[src/rtl/byte_ring_buffer_block_access_unit_assert.svh]
// Assertion macros shared by the ring buffer modules.
// Each macro expects signals named clk and rst_n in the enclosing module.
`ifndef BYTE_RING_BUFFER_BLOCK_ACCESS_UNIT_ASSERT_SVH
`define BYTE_RING_BUFFER_BLOCK_ACCESS_UNIT_ASSERT_SVH

`ifndef SYNTHESIS
// Condition holds in the same cycle as the trigger.
`define BRB_ASSERT_NOW(label, trig, cond) \
  label: assert property (@(posedge clk) disable iff (!rst_n) (trig) |-> (cond)) \
    else $error("assertion failed");
// Condition holds in the cycle after the trigger.
`define BRB_ASSERT_NEXT(label, trig, cond) \
  label: assert property (@(posedge clk) disable iff (!rst_n) (trig) |=> (cond)) \
    else $error("assertion failed");
`else
`define BRB_ASSERT_NOW(label, trig, cond)
`define BRB_ASSERT_NEXT(label, trig, cond)
`endif

`endif

[src/rtl/brb_pkg.sv]
`timescale 1ns / 1ps
package brb_pkg;

  localparam int DEPTH = 4096;
  localparam int AW    = $clog2(DEPTH);
  localparam int CW    = AW + 1;

  typedef enum logic [1:0] {
    MODE_WRITE   = 2'd0,
    MODE_READ    = 2'd1,
    MODE_DISCARD = 2'd2,
    MODE_NULL    = 2'd3
  } brb_mode_t;

  localparam logic [1:0] STS_OK      = 2'd0;
  localparam logic [1:0] STS_NO_ROOM = 2'd1;
  localparam logic [1:0] STS_TOO_FEW = 2'd2;

  // Per-item command from the controller to the datapath.
  typedef struct packed {
    logic       load;
    logic       wr;
    logic       rd_adv;
    logic       rd_sel;
    logic [1:0] status;
    logic       last;
  } brb_cmd_t;

  // Occupancy seen by the controller for the transaction check.
  typedef struct packed {
    logic [CW-1:0] free_room;
    logic [CW-1:0] held;
  } brb_stat_t;

endpackage

[src/rtl/brb_controller.sv]
`timescale 1ns / 1ps
`include "byte_ring_buffer_block_access_unit_assert.svh"
module brb_controller
  import brb_pkg::*;
(
  input  logic          clk,
  input  logic          rst_n,
  input  logic          cfg_we,
  input  logic          in_tvalid,
  output logic          in_tready,
  input  brb_mode_t     mode,
  input  logic          first,
  input  logic [CW-1:0] count,
  output logic          out_tvalid,
  input  logic          out_tready,
  input  brb_stat_t     stat,
  output brb_cmd_t      cmd
);

  typedef enum logic [1:0] {
    S_IDLE,
    S_OPEN,
    S_REJ
  } state_t;

  state_t        state_r, state_nxt;
  brb_mode_t     mode_r, mode_nxt;
  logic [CW-1:0] left_r, left_nxt;
  logic          out_tvalid_r, out_tvalid_nxt;
  logic          acc, start, rej;
  logic [CW-1:0] cnt_eff, left_cur;
  brb_mode_t     mode_cur;

  assign in_tready = !out_tvalid_r || out_tready;
  assign acc       = in_tvalid && in_tready;
  assign start     = first || (state_r == S_IDLE);
  assign cnt_eff   = (count == '0) ? CW'(1) : count;

  always_comb begin
    mode_cur = start ? mode : mode_r;
    left_cur = start ? cnt_eff : left_r;
    rej      = 1'b0;
    if (start) begin
      case (mode)
        MODE_WRITE:   rej = cnt_eff > stat.free_room;
        MODE_READ,
        MODE_DISCARD: rej = cnt_eff > stat.held;
        default:      rej = 1'b0;
      endcase
    end else begin
      rej = (state_r == S_REJ);
    end
  end

  always_comb begin
    cmd.load   = acc;
    cmd.wr     = acc && !rej && (mode_cur == MODE_WRITE);
    cmd.rd_adv = acc && !rej && (mode_cur inside {MODE_READ, MODE_DISCARD});
    cmd.rd_sel = acc && !rej && (mode_cur == MODE_READ);
    cmd.last   = (left_cur == CW'(1));
    if (!rej) begin
      cmd.status = STS_OK;
    end else if (mode_cur == MODE_WRITE) begin
      cmd.status = STS_NO_ROOM;
    end else begin
      cmd.status = STS_TOO_FEW;
    end
  end

  always_comb begin
    state_nxt      = state_r;
    mode_nxt       = mode_r;
    left_nxt       = left_r;
    out_tvalid_nxt = out_tvalid_r && !out_tready;
    if (cfg_we) begin
      state_nxt = S_IDLE;
      left_nxt  = '0;
    end else if (acc) begin
      out_tvalid_nxt = 1'b1;
      mode_nxt       = mode_cur;
      left_nxt       = left_cur - CW'(1);
      if (cmd.last) begin
        state_nxt = S_IDLE;
      end else if (rej) begin
        state_nxt = S_REJ;
      end else begin
        state_nxt = S_OPEN;
      end
    end
  end

  always_ff @(posedge clk) begin
    if (!rst_n) begin
      state_r      <= S_IDLE;
      mode_r       <= MODE_WRITE;
      left_r       <= '0;
      out_tvalid_r <= 1'b0;
    end else begin
      state_r      <= state_nxt;
      mode_r       <= mode_nxt;
      left_r       <= left_nxt;
      out_tvalid_r <= out_tvalid_nxt;
    end
  end

  assign out_tvalid = out_tvalid_r;

  `BRB_ASSERT_NOW(a_idle_empty, state_r == S_IDLE, left_r == '0)
  `BRB_ASSERT_NOW(a_busy_left, state_r != S_IDLE, left_r != '0)
  `BRB_ASSERT_NOW(a_rej_frozen, acc && state_r == S_REJ && !first, !cmd.wr && !cmd.rd_adv)
  `BRB_ASSERT_NEXT(a_last_closes, acc && cmd.last && !cfg_we, state_r == S_IDLE)

endmodule

[config.mk]
export PLATFORM = sky130hd
export DESIGN_NAME = brb_controller
export DESIGN_NICKNAME = d
export VERILOG_FILES = /design/src/rtl/brb_pkg.sv /design/src/rtl/brb_controller.sv
export VERILOG_INCLUDE_DIRS = /design/src /design/src/rtl
export SDC_FILE = /design/constraint.sdc
export NUM_CORES = 1
export LEC_CHECK = 0
export ABC_AREA = 1
export BUFFER_PORTS_ARGS = -buffer_cell sky130_fd_sc_hd__buf_2
export CORE_UTILIZATION = 33
export DETAILED_ROUTE_END_ITERATION = 7
export GPL_ROUTABILITY_DRIVEN = 0
export HOLD_SLACK_MARGIN = 0.12
export REMOVE_ABC_BUFFERS = 1
export SYNTH_ARGS = -nofsm -noshare
export SYNTH_HDL_FRONTEND = slang
export SYNTH_SLANG_ARGS = --single-unit
[constraint.sdc]
create_clock -name clk -period 2.1 [get_ports clk]
set_input_delay 0.315 -clock clk [delete_from_list [all_inputs] [get_ports clk]]
set_output_delay 0.315 -clock clk [all_outputs]
set_load 0.005 [all_outputs]
==> results.txt <==
- The flow ran to the end, but the final reports show violations.
* Failing checks: negative setup slack
* Commonest non-fill, non-tap cells in the layout: sky130_fd_sc_hd__inv_1, sky130_fd_sc_hd__nand2_1, sky130_fd_sc_hd__buf_2
* Portion of total power attributed to sequential cells: 30.9%
* Final design utilization: 48.5%
- The share of total power dissipated in the clock network is 24.0%.
- In the synthesized netlist the dominant register cell turns out to be sky130_fd_sc_hd__dfxtp_1.
* Endpoints failing hold: 0
- The critical path is of the input port to register type.
- STA puts the critical path data required time at 2300 ps.
- Tmin final: 2470 ps
* Antenna Cells: 0
- DRC violations left: 0
- In this run the worst path has a maximum fanout of 3.
* I/O pin total: 56
- The internal power of the cells totals 0.782 mW.
- STA puts the critical path data arrival time at 2680 ps.
- Final hold analysis gives a worst-case slack of 323 ps.
* Setup repair after global routing missed its margin: yes
* Average detailed-routed wire length per instance: 11.2 um
* Post-DR vias/cell: 4.54
- Initial core utilization: 34.4%
- Area growth, synth to finish: 41.1%
- In this run, CTS created clock tree buffers numbering 3.
- Max-cap violations in this run came to 0.
- Entering global routing, the biggest net connects 26 pins.
- The detailed router finished its first iteration with 126 violations.
- Insertion delay to the later sink of the worst-skew pair: 250 ps
- The via count of the first global-routing pass is 2235.
- Sequential cells were found to cover 16.5% of the synthesized design area.
* Antenna Nets Post-Route: 0
- Cell Pwr Density: 389 mW/mm^2
* Net switching share of the total power: 34.7%
- No sink is reached through more buffers than the 2 on the longest clock path.
* Number of max-slew violations in the final report: 0
* Seq cells post-synth: 18
- In this run the number of H-tree levels came out at 1.
- After filler insertion, the fill cell instance count of the layout stands at 649.
* DR pass1 iterations: 4
* Die ar.: 0.00694 mm^2
* Height of the die: 83.3 um
- The min-delay analysis places its worst path in the category input port to register.
* TritonCTS clock tree: done
* Clock Pin Slew Worst Setup and Hold Paths: 70 ps
- Leaving out fill and tap cells, the most frequent cell in the layout is sky130_fd_sc_hd__inv_1.
- The initial antenna violation count came to 0.
* Clock tree skew after final layout: 1.43 ps
- Peak clock frequency supported by timing: 0.404 GHz
- Final total negative setup slack: -2530 ps
- Die X: 83.3 um
* Worst IR Drop VDD: 202 uV
- Of all flip-flops after synthesis, the portion carrying an async set or reset was 0%.
- Final #Nets: 520
- Dividing the synthesized area by the synthesized cell count gives 6.29 um^2.
* IO Port Bufs: 55
- For this design the total switching power over the nets is 0.415 mW.
* Post-detailed-routing wire length: 5.84 mm
- Netlist cell types: 39
- The worst pin sits at a relative slew slack of 75.0%.
* First-pass GRT wire length: 9.74 mm
- GRT Residual Overflow: 0
- Overall global routing resource usage: 17.0%
* Post-CTS Hold Buffers: 0
* Post-synth EDFFs: 0
* Register area: 360 um^2
- For this design, the sink count on the clock tree is 18.
* Yosys warning count: 0
- The floorplan has 29 rows.
- At the pin with the least slew margin, the transition time is 370 ps.
- STA classifies the critical path endpoint as a register.
- Across all register-to-register paths, the minimum setup slack is -270 ps.
- For this block, the via count after detailed routing is 2364.
* Area after detailed placement: 0.00268 mm^2
- Summing all non-filler instances in the final layout gives an area of 0.00308 mm^2.
- Part of the total power dissipated in combinational logic: 45.1%
* Fraction of layout instances using a drive strength above 1: 36.7%
- Critical Path Start Type: input port
- In the final layout, the multi-input gates occupy 0.00153 mm^2.
- DP Wirelength: 4.35 mm
* Setup violations, final: 8
- In this run the cell area of the synthesized design comes to 0.00218 mm^2.
- CTS placed an instance of sky130_fd_sc_hd__clkbuf_8 at the clock tree root.
- Static power due to leakage: 1.71 nW
- Synthesis produced a netlist whose cell count is 347.
- Core area: 0.00635 mm^2
- Final WS setup: -374 ps
- In the finished design, the share of the clock period the worst path needs comes to 118%.
## per-stage QoR
stage	instances	worst slack, ps	total power [mW]
floorplan	332	-221	0.640
global placement	494	-504	0.809
detailed placement	494	-550	0.815
CTS	517	-433	1.17
global route	521	-589	1.28
finish	521	-374	1.20
## final timing paths
path         cells after the start   endpoint       start
min                              3  mode_r[0]       rst_n
max                             26  left_r[0]   count[12]
min reg2reg                      2  left_r[0]   left_r[0]
max reg2reg                     17  left_r[0]  state_r[0]
## critical path, stage by stage
cell                       delay, ps
sky130_fd_sc_hd__buf_8            80
sky130_fd_sc_hd__clkinv_4         40
sky130_fd_sc_hd__nand4_1         100
sky130_fd_sc_hd__nor2_2           50
sky130_fd_sc_hd__nand3_1          70
sky130_fd_sc_hd__nand2_1          60
sky130_fd_sc_hd__inv_2           100
sky130_fd_sc_hd__buf_4           120
sky130_fd_sc_hd__buf_6            80
sky130_fd_sc_hd__buf_6            80
sky130_fd_sc_hd__nand2_2          40
sky130_fd_sc_hd__nand2_2          70
sky130_fd_sc_hd__inv_2            60
sky130_fd_sc_hd__buf_4           130
sky130_fd_sc_hd__buf_4           120
sky130_fd_sc_hd__buf_4           120
sky130_fd_sc_hd__buf_4           120
sky130_fd_sc_hd__buf_4           120
sky130_fd_sc_hd__buf_4           120
sky130_fd_sc_hd__buf_4           120
sky130_fd_sc_hd__buf_4           120
sky130_fd_sc_hd__buf_4           120
sky130_fd_sc_hd__buf_4           120
sky130_fd_sc_hd__nand2_1          60
sky130_fd_sc_hd__o211ai_1         80
sky130_fd_sc_hd__inv_1            50
## synth_stat cells (2+ instances only)
cell	instances	area, um^2
sky130_fd_sc_hd__buf_2	2	10.0
sky130_fd_sc_hd__o21ai_0	16	80.1
sky130_fd_sc_hd__a21oi_1	15	75.1
sky130_fd_sc_hd__nor3_1	2	10.0
sky130_fd_sc_hd__nand4_1	11	68.8
sky130_fd_sc_hd__nand2_2	5	31.3
sky130_fd_sc_hd__nand3b_1	3	22.5
sky130_fd_sc_hd__a31oi_1	3	18.8
sky130_fd_sc_hd__dfxtp_1	18	360
sky130_fd_sc_hd__nand3_1	14	70.1
sky130_fd_sc_hd__ha_1	28	350
sky130_fd_sc_hd__clkbuf_1	9	33.8
sky130_fd_sc_hd__o21ai_2	7	61.3
sky130_fd_sc_hd__nand2_1	65	244
sky130_fd_sc_hd__buf_12	2	40.0
sky130_fd_sc_hd__inv_2	2	7.51
sky130_fd_sc_hd__inv_1	79	297
sky130_fd_sc_hd__nor2_1	34	128
sky130_fd_sc_hd__o21ai_4	3	48.8
sky130_fd_sc_hd__xor2_1	3	26.3
sky130_fd_sc_hd__o21ai_1	3	15.0
sky130_fd_sc_hd__nor2_2	5	31.3
sky130_fd_sc_hd__o21bai_1	2	15.0
## registers in the layout (all words and copies together), names as in the netlist
name and count:
state_r 2, mode_r 2, out_tvalid 1, left_r 13
## power by group through the flow
stage	clock (mW)	sequential [mW]	combinational, mW
after global routing	0.306	0.372	0.606
after global placement	0	0.377	0.432
after floorplan	0	0.376	0.264
after detailed placement	0	0.377	0.437
final	0.288	0.370	0.540
after CTS	0.298	0.370	0.502
## routing by layer
layer / global-route usage [%] / wire (um) / vias up
met4: 4.70 / 97 / 0
met3: 1.79 / 227 / 10
met1: 22.2 / 2770 / 1022
li1: - / - / 1281
met5: 0 / 0 / -
met2: 29.4 / 2750 / 51
## cell families (layout without fill, tap and decap cells)
family,after synthesis,count (layout),synth area share (%)
buffers and inverters,96,193,18.6
AOI/OAI and AO/OA,55,55,16.9
adders and majority gates,28,28,16.1
xor gates and xnor gates,4,4,1.61
DFF,18,18,16.5
muxes,1,1,0.459
and+or+nand+nor,145,145,29.9
## layout make-up
| class | count | area share, % |
|---|---|---|
| clock buffers | 4 | 1.79 |
| inverters | 81 | 10.1 |
| multi-input cells | 233 | 49.7 |
| flip-flops and latches | 18 | 11.7 |
| well taps | 77 | 3.13 |
| repair buffers | 108 | 23.5 |
## timing repair
| action | in CTS | in global routing |
|---|---|---|
| endpoints found under the hold margin | 0 | 0 |
| setup buffers | 21 | 8 |
| setup endpoints to repair | 7 | 15 |
| resized for setup | 28 | 21 |
| pin swaps | 19 | 12 |
Note: power is estimated with default switching activity, not from simulation.
